$ cat config.mk
export PLATFORM = sky130hd
export DESIGN_NAME = psbc_queue
export DESIGN_NICKNAME = d
export VERILOG_FILES = /design/src/hw/rtl/psbc_pkg.sv /design/src/hw/rtl/psbc_queue.sv
export SDC_FILE = /design/constraint.sdc
export NUM_CORES = 1
export LEC_CHECK = 0
export BUFFER_PORTS_ARGS = -buffer_cell sky130_fd_sc_hd__buf_2
export CAP_MARGIN = 20
export CELL_PAD_IN_SITES_DETAIL_PLACEMENT = 1
export CELL_PAD_IN_SITES_GLOBAL_PLACEMENT = 2
export CORE_UTILIZATION = 40
export DETAILED_ROUTE_END_ITERATION = 7
export GPL_ROUTABILITY_DRIVEN = 1
export HOLD_SLACK_MARGIN = 0.12
export PLACE_DENSITY_LB_ADDON = 0.08
export SLEW_MARGIN = 25
export SYNTH_ARGS = -nofsm -noshare
export SYNTH_HDL_FRONTEND = slang
export SYNTH_SLANG_ARGS = --single-unit
$ cat constraint.sdc
create_clock -name clock -period 8.6 [get_ports clock]
set_input_delay 1.29 -clock clock [delete_from_list [all_inputs] [get_ports clock]]
set_output_delay 1.29 -clock clock [all_outputs]
set_load 0.005 [all_outputs]
$ cat src/hw/rtl/psbc_pkg.sv
// shared types and constants for the page sprite byte compositor
package psbc_pkg;

   localparam int unsigned STORE_DEPTH_DEFAULT = 1024;
   // frame * width * height + row offset + column stays below 2**20
   localparam int unsigned SADDR_W = 20;
   localparam int unsigned LOAD_ADDR_W = 10;
   localparam int unsigned QUEUE_DEPTH = 2;
   localparam int unsigned QPTR_W = $clog2(QUEUE_DEPTH);
   localparam int unsigned QCNT_W = $clog2(QUEUE_DEPTH + 1);
   localparam int unsigned CSR_ADDR_W = 3;
   localparam int unsigned CSR_DATA_W = 32;

   typedef enum logic {
      CMD_LOAD    = 1'b0,
      CMD_COMPOSE = 1'b1
   } psbc_cmd_type;

   typedef enum logic {
      REG_SPRITE_WIDTH  = 1'b0,
      REG_SPRITE_HEIGHT = 1'b1
   } psbc_reg_type;

   typedef struct packed {
      logic [7:0]  width;
      logic [3:0]  height;
      logic [11:0] cells;
   } psbc_cfg_type;

   typedef struct packed {
      logic               is_load;
      logic [SADDR_W-1:0] load_addr;
      logic [7:0]         load_data;
      logic [7:0]         dx;
      logic [3:0]         line;
      logic [2:0]         off;
      logic [7:0]         frame;
      logic               cur_ok;
      logic               prev_ok;
   } psbc_item_type;

   typedef struct packed {
      logic [QCNT_W-1:0] count;
      logic              full;
      logic              empty;
   } psbc_queue_stat_type;

   typedef struct packed {
      logic pop;
      logic stall;
   } psbc_back_stat_type;

endpackage

$ cat src/hw/rtl/psbc_queue.sv
// short queue between the front end and the back end
module psbc_queue (
   input  logic                         clock,
   input  logic                         reset,
   input  logic                         push,
   input  psbc_pkg::psbc_item_type      item_in,
   input  logic                         pop,
   output psbc_pkg::psbc_item_type      item_out,
   output psbc_pkg::psbc_queue_stat_type stat
);
   import psbc_pkg::*;

   psbc_item_type     entry_ff [QUEUE_DEPTH];
   logic [QPTR_W-1:0] wr_ptr_ff, wr_ptr_in;
   logic [QPTR_W-1:0] rd_ptr_ff, rd_ptr_in;
   logic [QCNT_W-1:0] count_ff, count_in;

   always_comb begin
      wr_ptr_in = wr_ptr_ff;
      rd_ptr_in = rd_ptr_ff;
      count_in  = count_ff;
      if (push) begin
         wr_ptr_in = (wr_ptr_ff == QPTR_W'(QUEUE_DEPTH - 1)) ? '0 : wr_ptr_ff + 1'b1;
      end
      if (pop) begin
         rd_ptr_in = (rd_ptr_ff == QPTR_W'(QUEUE_DEPTH - 1)) ? '0 : rd_ptr_ff + 1'b1;
      end
      if (push && !pop) begin
         count_in = count_ff + 1'b1;
      end else if (pop && !push) begin
         count_in = count_ff - 1'b1;
      end
   end

   always_ff @(posedge clock) begin
      if (reset) begin
         wr_ptr_ff <= '0;
         rd_ptr_ff <= '0;
         count_ff  <= '0;
      end else begin
         wr_ptr_ff <= wr_ptr_in;
         rd_ptr_ff <= rd_ptr_in;
         count_ff  <= count_in;
      end
   end

   always_ff @(posedge clock) begin
      if (push) begin
         entry_ff[wr_ptr_ff] <= item_in;
      end
   end

   assign item_out   = entry_ff[rd_ptr_ff];
   assign stat.count = count_ff;
   assign stat.full  = (count_ff == QCNT_W'(QUEUE_DEPTH));
   assign stat.empty = (count_ff == '0);

endmodule

==> results.yml, run 1 <==
grt:
  grt_pass1_wl_um: 11500
  grt_antenna_before_repair: 0
  grt_pass1_vias: 2290
  grt_max_degree: 40
  grt_overflow: 0
  grt_usage: 0.154
layout:
  num_antenna_cells: 0
  fin_nets: 380
  utilization: 0.545
  area_growth_pct: 30.4
  final_common_cell: "buf_2"
  nFillCells: 950
  final_cell_mix: "buf_2 (115), edfxtp_1 (108), mux2_2 (54)"
  drive_above_1_share: 0.611
clock_tree:
  htreeDepth: 4
  ctsHoldBuffers: 0
  cts_setup_buffers: 0
  path_clk_slew_ns: 0.05
  cts_buffers: 17
  clkSinkCount: 113
  cts_resized: 0
  cts_tree: "yes"
  clockBufferDepth: 2
  clock_latency_ns: 0.50
  root_buffer: "clkbuf_8"
floorplanning:
  io_pins: 116
  core_area_um2: 9860
  die-area_um2: 10700
  die_w_um: 103
  die_y_um: 103
  rows: 36
  start_util: 0.418
outcome:
  outcome: "finished clean"
flow_run:
  maxCapViolations: 0
routing:
  via_per_inst: 4.63
  drtPass1Iterations: 4
  wl_um: 7690
  remaining_drc_errors: 0
  drt-wirelength-per-cell_um: 16.5
  via_count: 2164
  drt_iter0_markers: 46
  ant_nets: 0
setup_path:
  slowest_stage: "dfxtp_2"
  start_kind: "flip-flop"
  crit_fanout: 39
  cp.required_ns: 7.31
  critPathKind: "reg2out"
  crit_chain: "buf_4 > mux2_2 > buf_2"
  critPathCaptureType: "output pin"
  max_stage_delay_ns: 0.55
  arrival_ns: 2.15
synthesis:
  synth_cell_types: 16
  ys_ff_latch: 113
  synth_warnings: 0
  synth-seq-area-share: 0.811
  syn-num-nets: 249
  synth_cells: 190
  syn_avg_cell_area_um2: 21.7
  synthesis.area_um2: 4120
sta:
  hold_slack_ns: 0.525
  timing.fmax_ghz: 0.291
  period_minus_slack_ns: 3.44
  rsz0062_at_grt: "false"
  final-max-slew-violation-count: 0
  finalSetupTns_ns: 0
  worst_pin_slew_ns: 0.658
  hold_viol: 0
  final.setup_skew_ns: 0.00437
  period_share: 0.400
  slew_headroom: 0.560
  setup_viol: 0
placed_design:
  gp_congestion: 0.661
  portBuffers: 115
  post-dp-hpwl_um: 5000
power:
  cellLeakagePower_uw: 0.00206
  vdd_drop_max_uv: 134
  powerDensity_nw_per_um2: 261
hold_path:
  hold_path_class: "reg2reg"
[registers in the layout (all words and copies together) (netlist names), named ones only]
register   flops
wr_ptr_ff      1
count_ff       2
rd_ptr_ff      1
entry_ff     108
[stage by stage]
| step | std cells | total power (uW) | setup slack, ns | cell area, um2 |
|---|---|---|---|---|
| CTS | 467 | 1420 | 5.07 | 5370 |
| floorplan | 190 | 729 | 4.45 | 4120 |
| global route | 467 | 1460 | 4.99 | 5370 |
| finish | 467 | 1400 | 5.16 | 5370 |
| global placement | 435 | 783 | 5.61 | 4830 |
| detailed placement | 435 | 787 | 5.62 | 4830 |
[path summary, 6_finish.rpt]
| path | from | endpoint | slack [ns] | depth (start not counted) |
|---|---|---|---|---|
| min reg2reg | rd_ptr_ff | rd_ptr_ff | 0.53 | 2 |
| min | rd_ptr_ff | rd_ptr_ff | 0.53 | 2 |
| max reg2reg | wr_ptr_ff | entry_ff[1][26] | 6.76 | 2 |
| max | flip-flop | item_out[24] | 5.16 | 3 |
[power breakdown]
part	leakage [uW]	internal (uW)	switching [uW]
logic	0.000731	61.9	56.8
clock network	0.000270	404	224
registers	0.00106	642	11.7
[cell usage after synthesis]
cell type	count	area, um2
inv_1	1	3.75
xor2_1	2	17.5
and2_1	1	6.26
nor2_1	5	18.8
buf_2	1	5.00
and2b_2	1	8.76
xnor2_1	2	17.5
nor2b_1	1	6.26
edfxtp_1	108	3240
dfxtp_1	5	100
buf_6	5	56.3
mux2_2	54	608
or3_1	1	6.26
ha_1	1	12.5
o21ai_0	1	5.00
a21oi_1	1	5.00
[layout make-up]
class                           instances  area [um2]  share of cell area
Tap cell                              133         166              0.0310
Multi-Input combinational cell         70         721               0.134
Clock buffer                           18         418              0.0778
Timing Repair Buffer                  118         598               0.111
Clock inverter                         14         123              0.0228
Inverter                                1        3.75            0.000698
Sequential cell                       113        3340               0.622
[cell families after synthesis]
| group | count (synthesis) | synth area share |
|---|---|---|
| fa+ha+maj | 1 | 0.00304 |
| simple gates | 9 | 0.0112 |
| mux | 54 | 0.148 |
| xor+xnor | 4 | 0.00850 |
| flops | 113 | 0.811 |
| compound gates | 2 | 0.00243 |
| buf+inv | 7 | 0.0158 |
[per-layer routing]
layer / routed length, um / GRT usage / vias up / share of wire
met1: 3040 / 0.163 / 1070 / 0.40
met5: 0 / 0 / - / 0
met2: 3910 / 0.257 / 78 / 0.51
met4: 95 / 0.0715 / 0 / 0.012
met3: 642 / 0.0793 / 9 / 0.083
li1: - / - / 1007 / -
[critical path, delay by kind of cell (launching register included)]
family,cells,cell delay [ns]
buffers and inverters,2,0.66
DFF,1,0.55
muxes,1,0.41
Power figures use the tool's default switching activity.
==> run 2: changes to the inputs <==
Settings changed: CORE_UTILIZATION 40 to 34.
Clock period 8.6 ns to 2.91 ns, I/O delays scaled along.
==> run 2 against run 1 <==
Compared with the run above: the flow now finishes with violations (design-rule violations); critical path depth stayed put; clock power grew to 3.5 times the previous value; die area rose by 17%; count of clock-buffer cells in the layout rose by 1; critical endpoint is now item_out[44]; largest cell class unchanged; highest routed layer unchanged.
==> results.yml, run 2 (synthesized netlist as in run 1, its figures left out) <==
outcome:
  outcome: "finished, violations left"
  violations: "design-rule violations"
clock_tree:
  htreeDepth: 4
  cts_resized: 0
  root_buffer: "clkbuf_16"
  ctsHoldBuffers: 0
  cts_buffers: 17
  path_clk_slew_ns: 0.05
  clock_latency_ns: 0.41
  cts_setup_buffers: 0
  clkSinkCount: 113
  cts_tree: "yes"
  clockBufferDepth: 2
sta:
  final.setup_skew_ns: 0.0128
  worst_slack_ns: 0.849
  period_share: 0.708
  final-max-slew-violation-count: 0
  setup_viol: 0
  period_minus_slack_ns: 2.06
  finalSetupTns_ns: 0
  worst_pin_slew_ns: 0.595
  hold_viol: 0
  timing.fmax_ghz: 0.485
  rsz0062_at_grt: "false"
  slew_headroom: 0.604
routing:
  ant_nets: 0
  drt-wirelength-per-cell_um: 16.5
  via_count: 2166
  drtPass1Iterations: 6
  via_per_inst: 4.51
  remaining_drc_errors: 7
  wl_um: 7910
  drt_iter0_markers: 83
layout:
  final_common_cell: "buf_2"
  area_growth_pct: 33.3
  fin_nets: 383
  drive_above_1_share: 0.617
  largest_register: "entry_ff"
  num_antenna_cells: 0
  utilization: 0.473
  largest_reg_flops: 108
  final_cell_mix: "buf_2 (115), edfxtp_1 (108), mux2_2 (54)"
  reg_top3: "entry_ff (108), count_ff (2)"
grt:
  grt_pass1_wl_um: 12400
  grt_usage: 0.135
  globalRouteMet3Util: 0.0653
  grt_overflow: 0
  grt_antenna_before_repair: 0
  grt_max_degree: 34
  busiest_layer: "met2"
  grtUsageMet1: 0.153
  grt_pass1_vias: 2370
  grtUsageMet2: 0.218
power:
  p_sw_uw: 884
  vdd_drop_max_uv: 465
  p_comb_frac: 0.082
  swShare: 0.198
  powerDensity_nw_per_um2: 814
  p_seq_frac: 0.430
  p_int_uw: 3590
  power_frac_clock: 0.488
  cellLeakagePower_uw: 0.00211
floorplanning:
  rows: 39
  core_area_um2: 11600
  die-area_um2: 12600
  io_pins: 116
  die_w_um: 112
  start_util: 0.355
  die_y_um: 112
placed_design:
  gp_congestion: 0.651
  portBuffers: 115
  dp_slack_ns: 1.02
  post-dp-hpwl_um: 5170
setup_path:
  arrival_ns: 1.62
  cp.required_ns: 2.47
  crit_fanout: 28
  critPathCaptureType: "output pin"
  start_kind: "flip-flop"
  critPathKind: "reg2out"
hold_path:
  hold_path_class: "in2reg"
flow_run:
  maxCapViolations: 0
## run 2: cell types whose count changed in the layout (fill, tap and decap cells not counted)
cell       previous run  this run
buf_4                 3         6
bufinv_16             2         5
clkbuf_1              1         2
clkbuf_16            16        17
clkbuf_8              1         0
clkinv_1              3         1
clkinv_2              7         6
clkinv_4              1         0
## run 2: worst max-delay path, cell delays in order, from the launching register on
cell     delay, ns
dfxtp_2       0.32
buf_4         0.37
mux2_2        0.39
buf_2         0.13
## run 2: per-layer routing
layer | routed length (um) | part of all wire | up-vias
li1 | - | - | 1018
met1 | 3210 | 0.41 | 1061
met2 | 3970 | 0.50 | 76
met3 | 623 | 0.079 | 11
met4 | 104 | 0.013 | 0
met5 | 0 | 0 | -
## run 2: path summary, 6_finish.rpt
check	startpoint	endpoint	slack [ns]	cells after the start
max	flip-flop	item_out[44]	0.85	3
min	item_in[24]	entry_ff[0][24]	0.21	1
max reg2reg	wr_ptr_ff	entry_ff[1][47]	1.20	2
min reg2reg	count_ff[1]	count_ff[1]	0.52	2
## run 2: power groups by stage
stage	sequential (uW)	combinational [uW]	clock, uW
after detailed placement	1960	377	0
final	1920	367	2180
after CTS	1920	380	2250
after global routing	1930	404	2290
after global placement	1950	374	0
after floorplan	1950	200	0
## run 2: per-stage QoR
| stage | total power [uW] | instance area, um2 | hold WS [ns] | std cells |
|---|---|---|---|---|
| floorplan | 2150 | 4120 | 0.480 | 190 |
| global placement | 2330 | 4870 | 0.498 | 448 |
| detailed placement | 2330 | 4870 | 0.515 | 448 |
| CTS | 4560 | 5490 | 0.191 | 480 |
| global route | 4630 | 5490 | 0.199 | 480 |
| finish | 4470 | 5490 | 0.212 | 480 |
## run 2: cell type report
type	count	area [um2]
fill	1123	6120
sequential	113	3340
multi-input combinational	70	721
timing repair buffer	121	621
clock buffer	19	433
clock inverter	13	191
tap	143	179
inverter	1	3.75
