==> config.mk <==
export PLATFORM = sky130hd
export DESIGN_NAME = psbc_front_flat
export DESIGN_NICKNAME = d
export VERILOG_FILES = /design/src/hw/rtl/psbc_pkg.sv /design/src/hw/rtl/psbc_chan_if.sv /design/src/hw/rtl/psbc_front.sv /design/src/flat_wrapper.sv
export SDC_FILE = /design/constraint.sdc
export NUM_CORES = 1
export LEC_CHECK = 0
export BUFFER_PORTS_ARGS = -buffer_cell sky130_fd_sc_hd__buf_4
export CAP_MARGIN = 10
export CORE_ASPECT_RATIO = 2
export CORE_UTILIZATION = 29
export DETAILED_ROUTE_END_ITERATION = 6
export PLACE_DENSITY = 0.66
export SYNTH_ARGS = -nofsm -noshare
export SYNTH_HDL_FRONTEND = slang
export SYNTH_SLANG_ARGS = --single-unit
==> constraint.sdc <==
create_clock -name vclk -period 3.95
set_input_delay 0.1975 -clock vclk [all_inputs]
set_output_delay 0.1975 -clock vclk [all_outputs]
set_load 0.01 [all_outputs]
==> src/hw/rtl/psbc_pkg.sv <==
// shared types and constants for the page sprite byte compositor
package psbc_pkg;

   localparam int unsigned STORE_DEPTH_DEFAULT = 1024;
   // frame * width * height + row offset + column stays below 2**20
   localparam int unsigned SADDR_W = 20;
   localparam int unsigned LOAD_ADDR_W = 10;
   localparam int unsigned QUEUE_DEPTH = 2;
   localparam int unsigned QPTR_W = $clog2(QUEUE_DEPTH);
   localparam int unsigned QCNT_W = $clog2(QUEUE_DEPTH + 1);
   localparam int unsigned CSR_ADDR_W = 3;
   localparam int unsigned CSR_DATA_W = 32;

   typedef enum logic {
      CMD_LOAD    = 1'b0,
      CMD_COMPOSE = 1'b1
   } psbc_cmd_type;

   typedef enum logic {
      REG_SPRITE_WIDTH  = 1'b0,
      REG_SPRITE_HEIGHT = 1'b1
   } psbc_reg_type;

   typedef struct packed {
      logic [7:0]  width;
      logic [3:0]  height;
      logic [11:0] cells;
   } psbc_cfg_type;

   typedef struct packed {
      logic               is_load;
      logic [SADDR_W-1:0] load_addr;
      logic [7:0]         load_data;
      logic [7:0]         dx;
      logic [3:0]         line;
      logic [2:0]         off;
      logic [7:0]         frame;
      logic               cur_ok;
      logic               prev_ok;
   } psbc_item_type;

   typedef struct packed {
      logic [QCNT_W-1:0] count;
      logic              full;
      logic              empty;
   } psbc_queue_stat_type;

   typedef struct packed {
      logic pop;
      logic stall;
   } psbc_back_stat_type;

endpackage

==> src/hw/rtl/psbc_chan_if.sv <==
// request and response channel interfaces
interface psbc_req_if;
   logic              valid;
   logic              ready;
   logic              command;
   logic [9:0]        load_address;
   logic [7:0]        load_data;
   logic signed [7:0] sprite_x;
   logic signed [7:0] sprite_y;
   logic [6:0]        column;
   logic [2:0]        page;
   logic [7:0]        frame;

   modport source (
      output valid, command, load_address, load_data, sprite_x, sprite_y,
             column, page, frame,
      input  ready
   );
   modport sink (
      input  valid, command, load_address, load_data, sprite_x, sprite_y,
             column, page, frame,
      output ready
   );
endinterface


==> src/hw/rtl/psbc_front.sv <==
// front end: takes request transfers and classifies them against the sprite box
module psbc_front (
   psbc_req_if.sink             req_ch,
   input  psbc_pkg::psbc_cfg_type  cfg,
   input  logic                    q_full,
   output logic                    push,
   output psbc_pkg::psbc_item_type item
);
   import psbc_pkg::*;

   logic signed [9:0] dx;
   logic signed [4:0] top;
   logic signed [5:0] line;
   logic              in_box;
   logic              below_h;

   assign req_ch.ready = !q_full;
   assign push = req_ch.valid && !q_full;

   always_comb begin
      dx = $signed({3'b000, req_ch.column}) - 10'(req_ch.sprite_x);
      // floor of sprite_y / 8
      top = 5'(req_ch.sprite_y >>> 3);
      line = $signed({3'b000, req_ch.page}) - 6'(top);
      in_box = (dx >= 10'sd0) && (dx < $signed({2'b00, cfg.width}))
               && (line >= 6'sd0) && (line <= $signed({2'b00, cfg.height}));
      below_h = line < $signed({2'b00, cfg.height});

      item.is_load   = (psbc_cmd_type'(req_ch.command) == CMD_LOAD);
      item.load_addr = SADDR_W'(req_ch.load_address);
      item.load_data = req_ch.load_data;
      item.dx        = dx[7:0];
      item.line      = line[3:0];
      item.off       = req_ch.sprite_y[2:0];
      item.frame     = req_ch.frame;
      // spill page shows only the bottom row
      item.cur_ok    = in_box && below_h;
      item.prev_ok   = in_box && (line != 6'sd0) && (req_ch.sprite_y[2:0] != 3'd0);
   end

endmodule

==> src/flat_wrapper.sv <==
// flat-port wrapper written by rule: the top's interface ports become plain ports
module psbc_front_flat import psbc_pkg::*;
  (cfg, q_full, push, item, req_ch_valid, req_ch_command, req_ch_load_address, req_ch_load_data, req_ch_sprite_x, req_ch_sprite_y, req_ch_column, req_ch_page, req_ch_frame, req_ch_ready);
  psbc_req_if req_ch_i ();
  input  psbc_pkg::psbc_cfg_type cfg;
  input  logic q_full;
  output logic push;
  output psbc_pkg::psbc_item_type item;
  input wire logic [$bits(req_ch_i.valid)-1:0] req_ch_valid;
  input wire logic [$bits(req_ch_i.command)-1:0] req_ch_command;
  input wire logic [$bits(req_ch_i.load_address)-1:0] req_ch_load_address;
  input wire logic [$bits(req_ch_i.load_data)-1:0] req_ch_load_data;
  input wire logic [$bits(req_ch_i.sprite_x)-1:0] req_ch_sprite_x;
  input wire logic [$bits(req_ch_i.sprite_y)-1:0] req_ch_sprite_y;
  input wire logic [$bits(req_ch_i.column)-1:0] req_ch_column;
  input wire logic [$bits(req_ch_i.page)-1:0] req_ch_page;
  input wire logic [$bits(req_ch_i.frame)-1:0] req_ch_frame;
  output wire logic [$bits(req_ch_i.ready)-1:0] req_ch_ready;
  assign req_ch_i.valid = req_ch_valid;
  assign req_ch_i.command = req_ch_command;
  assign req_ch_i.load_address = req_ch_load_address;
  assign req_ch_i.load_data = req_ch_load_data;
  assign req_ch_i.sprite_x = req_ch_sprite_x;
  assign req_ch_i.sprite_y = req_ch_sprite_y;
  assign req_ch_i.column = req_ch_column;
  assign req_ch_i.page = req_ch_page;
  assign req_ch_i.frame = req_ch_frame;
  assign req_ch_ready = req_ch_i.ready;
  psbc_front u_core (.req_ch(req_ch_i), .cfg(cfg), .q_full(q_full), .push(push), .item(item));
endmodule
==> results of run 1 <==
## path summary, 6_finish.rpt
check | startpoint | to | slack, ns
min | req_ch_load_address[9] | item[42] | 0.40
max | req_ch_column[0] | item[0] | 0.83
## logic make-up after synthesis
family | Yosys count | synth area share (%)
buffers and inverters | 70 | 32.7
AOI/OAI and AO/OA | 39 | 21.8
and+or+nand+nor | 39 | 19.1
adders and majority gates | 21 | 21.4
xor gates and xnor gates | 7 | 4.72
other | 1 | 0.288
## metrics by stage
stage	hold slack [ns]	utilization, %
2_1_floorplan	0.439	-
3_3_place_gp	0.395	35.4
3_5_place_dp	0.395	35.4
4_1_cts	0.395	35.4
5_1_grt	0.395	35.4
6_report	0.395	35.4
## synthesized netlist by cell type (all sizes together), types with 3 or more instances
master | n | area, um2
nor3b | 3 | 22.5
xor2 | 5 | 43.8
nor2 | 8 | 32.5
nor2b | 3 | 18.8
buf | 42 | 320
inv | 27 | 101
ha | 19 | 238
nor3 | 4 | 20.0
a21oi | 9 | 45.0
a21o | 4 | 31.3
nand2 | 6 | 22.5
nor4b | 3 | 32.5
o21ai | 6 | 30.0
## metal layers
metal | up-vias | global-route usage (%) | wire length [um]
met4 | 0 | 2.71 | 48
met2 | 65 | 28.7 | 1800
met3 | 8 | 1.10 | 234
li1 | 617 | - | -
met5 | - | 0 | 0
met1 | 540 | 9.28 | 851
## layout make-up
type                       instances  area, um2  area share [%]
inverter                          27        101            6.60
multi-input combinational        116        908            59.2
tap                               54       67.6            4.40
timing repair buffer              61        458            29.8
## power groups by stage
| stage | Sequential (mW) | Combinational (mW) | Clock, mW |
|---|---|---|---|
| after global routing | 0 | 0.285 | 0 |
| after CTS | 0 | 0.258 | 0 |
| after detailed placement | 0 | 0.256 | 0 |
| after global placement | 0 | 0.253 | 0 |
| final | 0 | 0.253 | 0 |
| after floorplan | 0 | 0.191 | 0 |
==> out/metrics.yaml, run 1 <==
status:
  outcome: "complete, no violations"
worst_setup_path:
  setup.worst_path.end_class: "primary output"
  startpoint_type: "input port"
  cp_top_family: "compound AO/OA/AOI/OAI gates"
  crit_path_top_delay_cell: "fa_1"
  worstSetupPathType: "input port to primary output"
  cpPeakStageDelay_ns: 0.42
  crit_path_max_fanout: 3
  path_cells: "buf_4 -> inv_1 -> ha_1 -> inv_1 -> fa_1 -> a211oi_2 -> nor2_1 -> nor2_1 -> ha_1 -> nor2_1 -> a221oi_1 -> o211ai_1 -> a221oi_2 -> nor4b_2 -> buf_4"
  path_depth: 15
  crit_required_ns: 3.75
  critPathArrivalTime_ns: 2.92
  worst_path_most_repeated_cell: "nor2_1"
  cp_num_buf_inv: 4
floorplan:
  io_pins: 135
  die_h_um: 96.7
  die_width_um: 49.3
  dieArea_um2: 4770
  fp-row-count: 34
  start_util_pct: 30.0
  core_um2: 4340
final_layout:
  mostFrequentLayoutCells: "buf_4, inv_1, ha_1, conb_1, a21oi_1"
  mostFrequentLayoutCell: "buf_4"
  nNetsFinal: 306
  drive_gt1_share_pct: 33.8
  final_area_um2: 1540
  flops_and_latches: 0
  diodes: 0
  nFillCells: 501
  ff_latch_area_um2: 0
  syn2layout_area_growth_pct: 18.1
  clkbuf_count: 0
  fin_cells: 258
power:
  internal-power_uw: 125
  power.share.clock_pct: 0
  p_switching_uw: 128
  p_seq_share_pct: 0
  p_comb_share_pct: 100.0
  ir_drop_mv: 0.0785
  finalPower_uw: 253
  powerDensity_nw_per_um2: 165
  switching_share_pct: 50.4
  power_leakage_nw: 0.816
job:
  cap_violations: 0
place:
  placed_cell_area_um2: 1540
  gp_congestion: 0.741
  place_ws_ns: 0.841
  hpwl_um: 2650
  io_buffers: 61
  dp.cells: 258
sta:
  hold_viol: 0
  rsz0062_at_grt: "no"
  period_share_pct: 78.9
  setup_slack_ns: 0.834
  tns_ns: 0
  max_freq_mhz: 321
  setup_viol_count_final: 0
  fin_crit_ns: 3.12
  drv_slew: 0
cts:
  cts_setup_buffers: 0
  postCtsResizedCells: 0
  cts_hold_repair.buffers: 0
drt:
  dr.pass1.iters: 4
  routed_wl_um: 2930
  routedWlPerCell_um: 11.4
  avgViaCountPerCell: 4.77
  ant_nets: 0
  first_iter_violations: 10
  via_count: 1230
  drcViolationCount: 0
global_routing:
  grt_max_degree: 17
  overflow: 0
  antenna_found_initial: 0
  grt_pass1_wl_um: 4820
  grtUsageTotal_pct: 12.3
  grt_pass1_vias: 1207
synth:
  ys_warn_count: 0
  ys_types: 50
  syn_area_per_cell_um2: 7.34
  syn_area_um2: 1300
  syn_inst: 177
  yosysSeqAreaShare_pct: 0
hold_path:
  hold_class: "input port to primary output"
  hold_depth: 0
Power figures use the tool's default switching activity.
==> run 2: changes to the inputs <==
--- a/config.mk
+++ b/config.mk
@@ -10,7 +10,7 @@
 export CORE_ASPECT_RATIO = 2
 export CORE_UTILIZATION = 29
 export DETAILED_ROUTE_END_ITERATION = 6
-export PLACE_DENSITY = 0.66
+export PLACE_DENSITY = 0.69
 export SYNTH_ARGS = -nofsm -noshare
 export SYNTH_HDL_FRONTEND = slang
 export SYNTH_SLANG_ARGS = --single-unit
==> constraint.sdc (replaced) <==
create_clock -name vclk -period 2.55
set_input_delay 0.1275 -clock vclk [all_inputs]
set_output_delay 0.1275 -clock vclk [all_outputs]
set_load 0.01 [all_outputs]
==> out/metrics.yaml, run 2 (synthesis results as in run 1) <==
status:
  outcome: "complete, but fails checks"
  violations: "negative setup slack"
global_routing:
  grtUsageTotal_pct: 14.4
  grt_pass1_vias: 1369
  overflow: 0
  grt_max_degree: 14
  grt_pass1_wl_um: 5550
  antenna_found_initial: 0
sta:
  fin_crit_ns: 2.71
  worst_pin_slew_ns: 0.610
  rsz0062_at_grt: "yes"
  tns_ns: -0.278
  setup_viol_count_final: 2
  setup_slack_ns: -0.162
  slew_headroom_pct: 58.8
  max_freq_mhz: 369
  drv_slew: 0
  period_share_pct: 106
  hold_viol: 0
floorplan:
  io_pins: 135
  core_um2: 4340
  fp-row-count: 34
  die_h_um: 96.7
  die_width_um: 49.3
  dieArea_um2: 4770
  start_util_pct: 30.0
worst_setup_path:
  worstSetupPathType: "input port to primary output"
  cpPeakStageDelay_ns: 0.30
  path_cells: "buf_4 -> inv_4 -> ha_4 -> nor2b_4 -> o31a_1 -> or2_1 -> a21o_1 -> a31oi_1 -> xor2_1 -> ha_2 -> inv_1 -> a221oi_2 -> nor4b_4 -> buf_4"
  crit_path_top_delay_cell: "ha_2"
  setup.worst_path.end_class: "primary output"
  crit_required_ns: 2.42
  critPathArrivalTime_ns: 2.58
  worst_path_most_repeated_cell: "buf_4"
  startpoint_type: "input port"
  crit_path_max_fanout: 3
drt:
  routed_wl_um: 3480
  dr.pass1.iters: 4
  ant_nets: 0
  avgViaCountPerCell: 4.79
  via_count: 1383
  drcViolationCount: 0
  first_iter_violations: 21
  routedWlPerCell_um: 12.1
place:
  hpwl_um: 2980
  io_buffers: 61
  gp_congestion: 0.920
  placed_cell_area_um2: 1750
final_layout:
  mostFrequentLayoutCell: "buf_4"
  multi_input_area_um2: 1020
  nNetsFinal: 337
  syn2layout_area_growth_pct: 45.5
  flops_and_latches: 0
  clkbuf_count: 0
  mostFrequentLayoutCells: "buf_4, inv_1, ha_1, conb_1, a21oi_1"
  ff_latch_area_um2: 0
  nFillCells: 455
  drive_gt1_share_pct: 50.2
  diodes: 0
  final_area_um2: 1890
cts:
  cts_hold_repair.buffers: 0
power:
  p_seq_share_pct: 0
  p_comb_share_pct: 100.0
  switching_share_pct: 45.4
  internal-power_uw: 288
  p_switching_uw: 239
  power.share.clock_pct: 0
  ir_drop_mv: 0.151
  power_leakage_nw: 0.980
  powerDensity_nw_per_um2: 278
job:
  cap_violations: 0
hold_path:
  hold_class: "input port to primary output"
[run 2: timing repair]
| item | CTS | global route |
|---|---|---|
| gates resized for setup | 16 | 5 |
| setup buffers | 5 | 2 |
| setup endpoints to repair | 2 | 2 |
| pin swaps | 16 | 12 |
[run 2: path summary, 6_finish.rpt]
| check | start | endpoint | slack [ns] | cells after the start |
|---|---|---|---|---|
| max | req_ch_sprite_x[1] | item[0] | -0.16 | 14 |
| min | req_ch_load_data[4] | item[29] | 0.26 | 0 |
[run 2: area by class of cell]
cell class                      instances  area share [%]
Inverter                               27            5.62
Multi-Input combinational cell        116            54.1
Timing Repair Buffer                   92            36.7
Tap cell                               54            3.57
[run 2: per-stage QoR]
step	total power, mW	worst slack, ns	hold slack (ns)	util [%]	instances
2_1_floorplan	0.303	0.0120	0.299	-	186
4_1_cts	0.514	-0.160	0.255	42.7	287
3_3_place_gp	0.462	-0.319	0.255	40.3	282
3_5_place_dp	0.467	-0.315	0.255	40.3	282
5_1_grt	0.577	-0.286	0.255	43.6	289
6_report	0.527	-0.162	0.255	43.6	289
[run 2: power groups by stage]
stage | combinational (mW) | sequential, mW | clock, mW
3_5_place_dp | 0.467 | 0 | 0
2_1_floorplan | 0.303 | 0 | 0
3_3_place_gp | 0.462 | 0 | 0
6_report | 0.527 | 0 | 0
5_1_grt | 0.577 | 0 | 0
4_1_cts | 0.514 | 0 | 0
[run 2: critical path, delay by kind of cell]
family | cells | cell delay [ns]
fa+ha+maj | 2 | 0.49
xor+xnor | 1 | 0.22
simple gates | 3 | 0.65
compound gates | 4 | 0.68
buf+inv | 4 | 0.40
[run 2: per-layer routing]
layer  wire, um  track usage [%]  vias to the layer above
li1           -                -                      677
met1        995             10.4                      619
met2       2120             32.7                       71
met3        246             1.89                       16
met4        120             5.20                        0
met5          0                0                        -
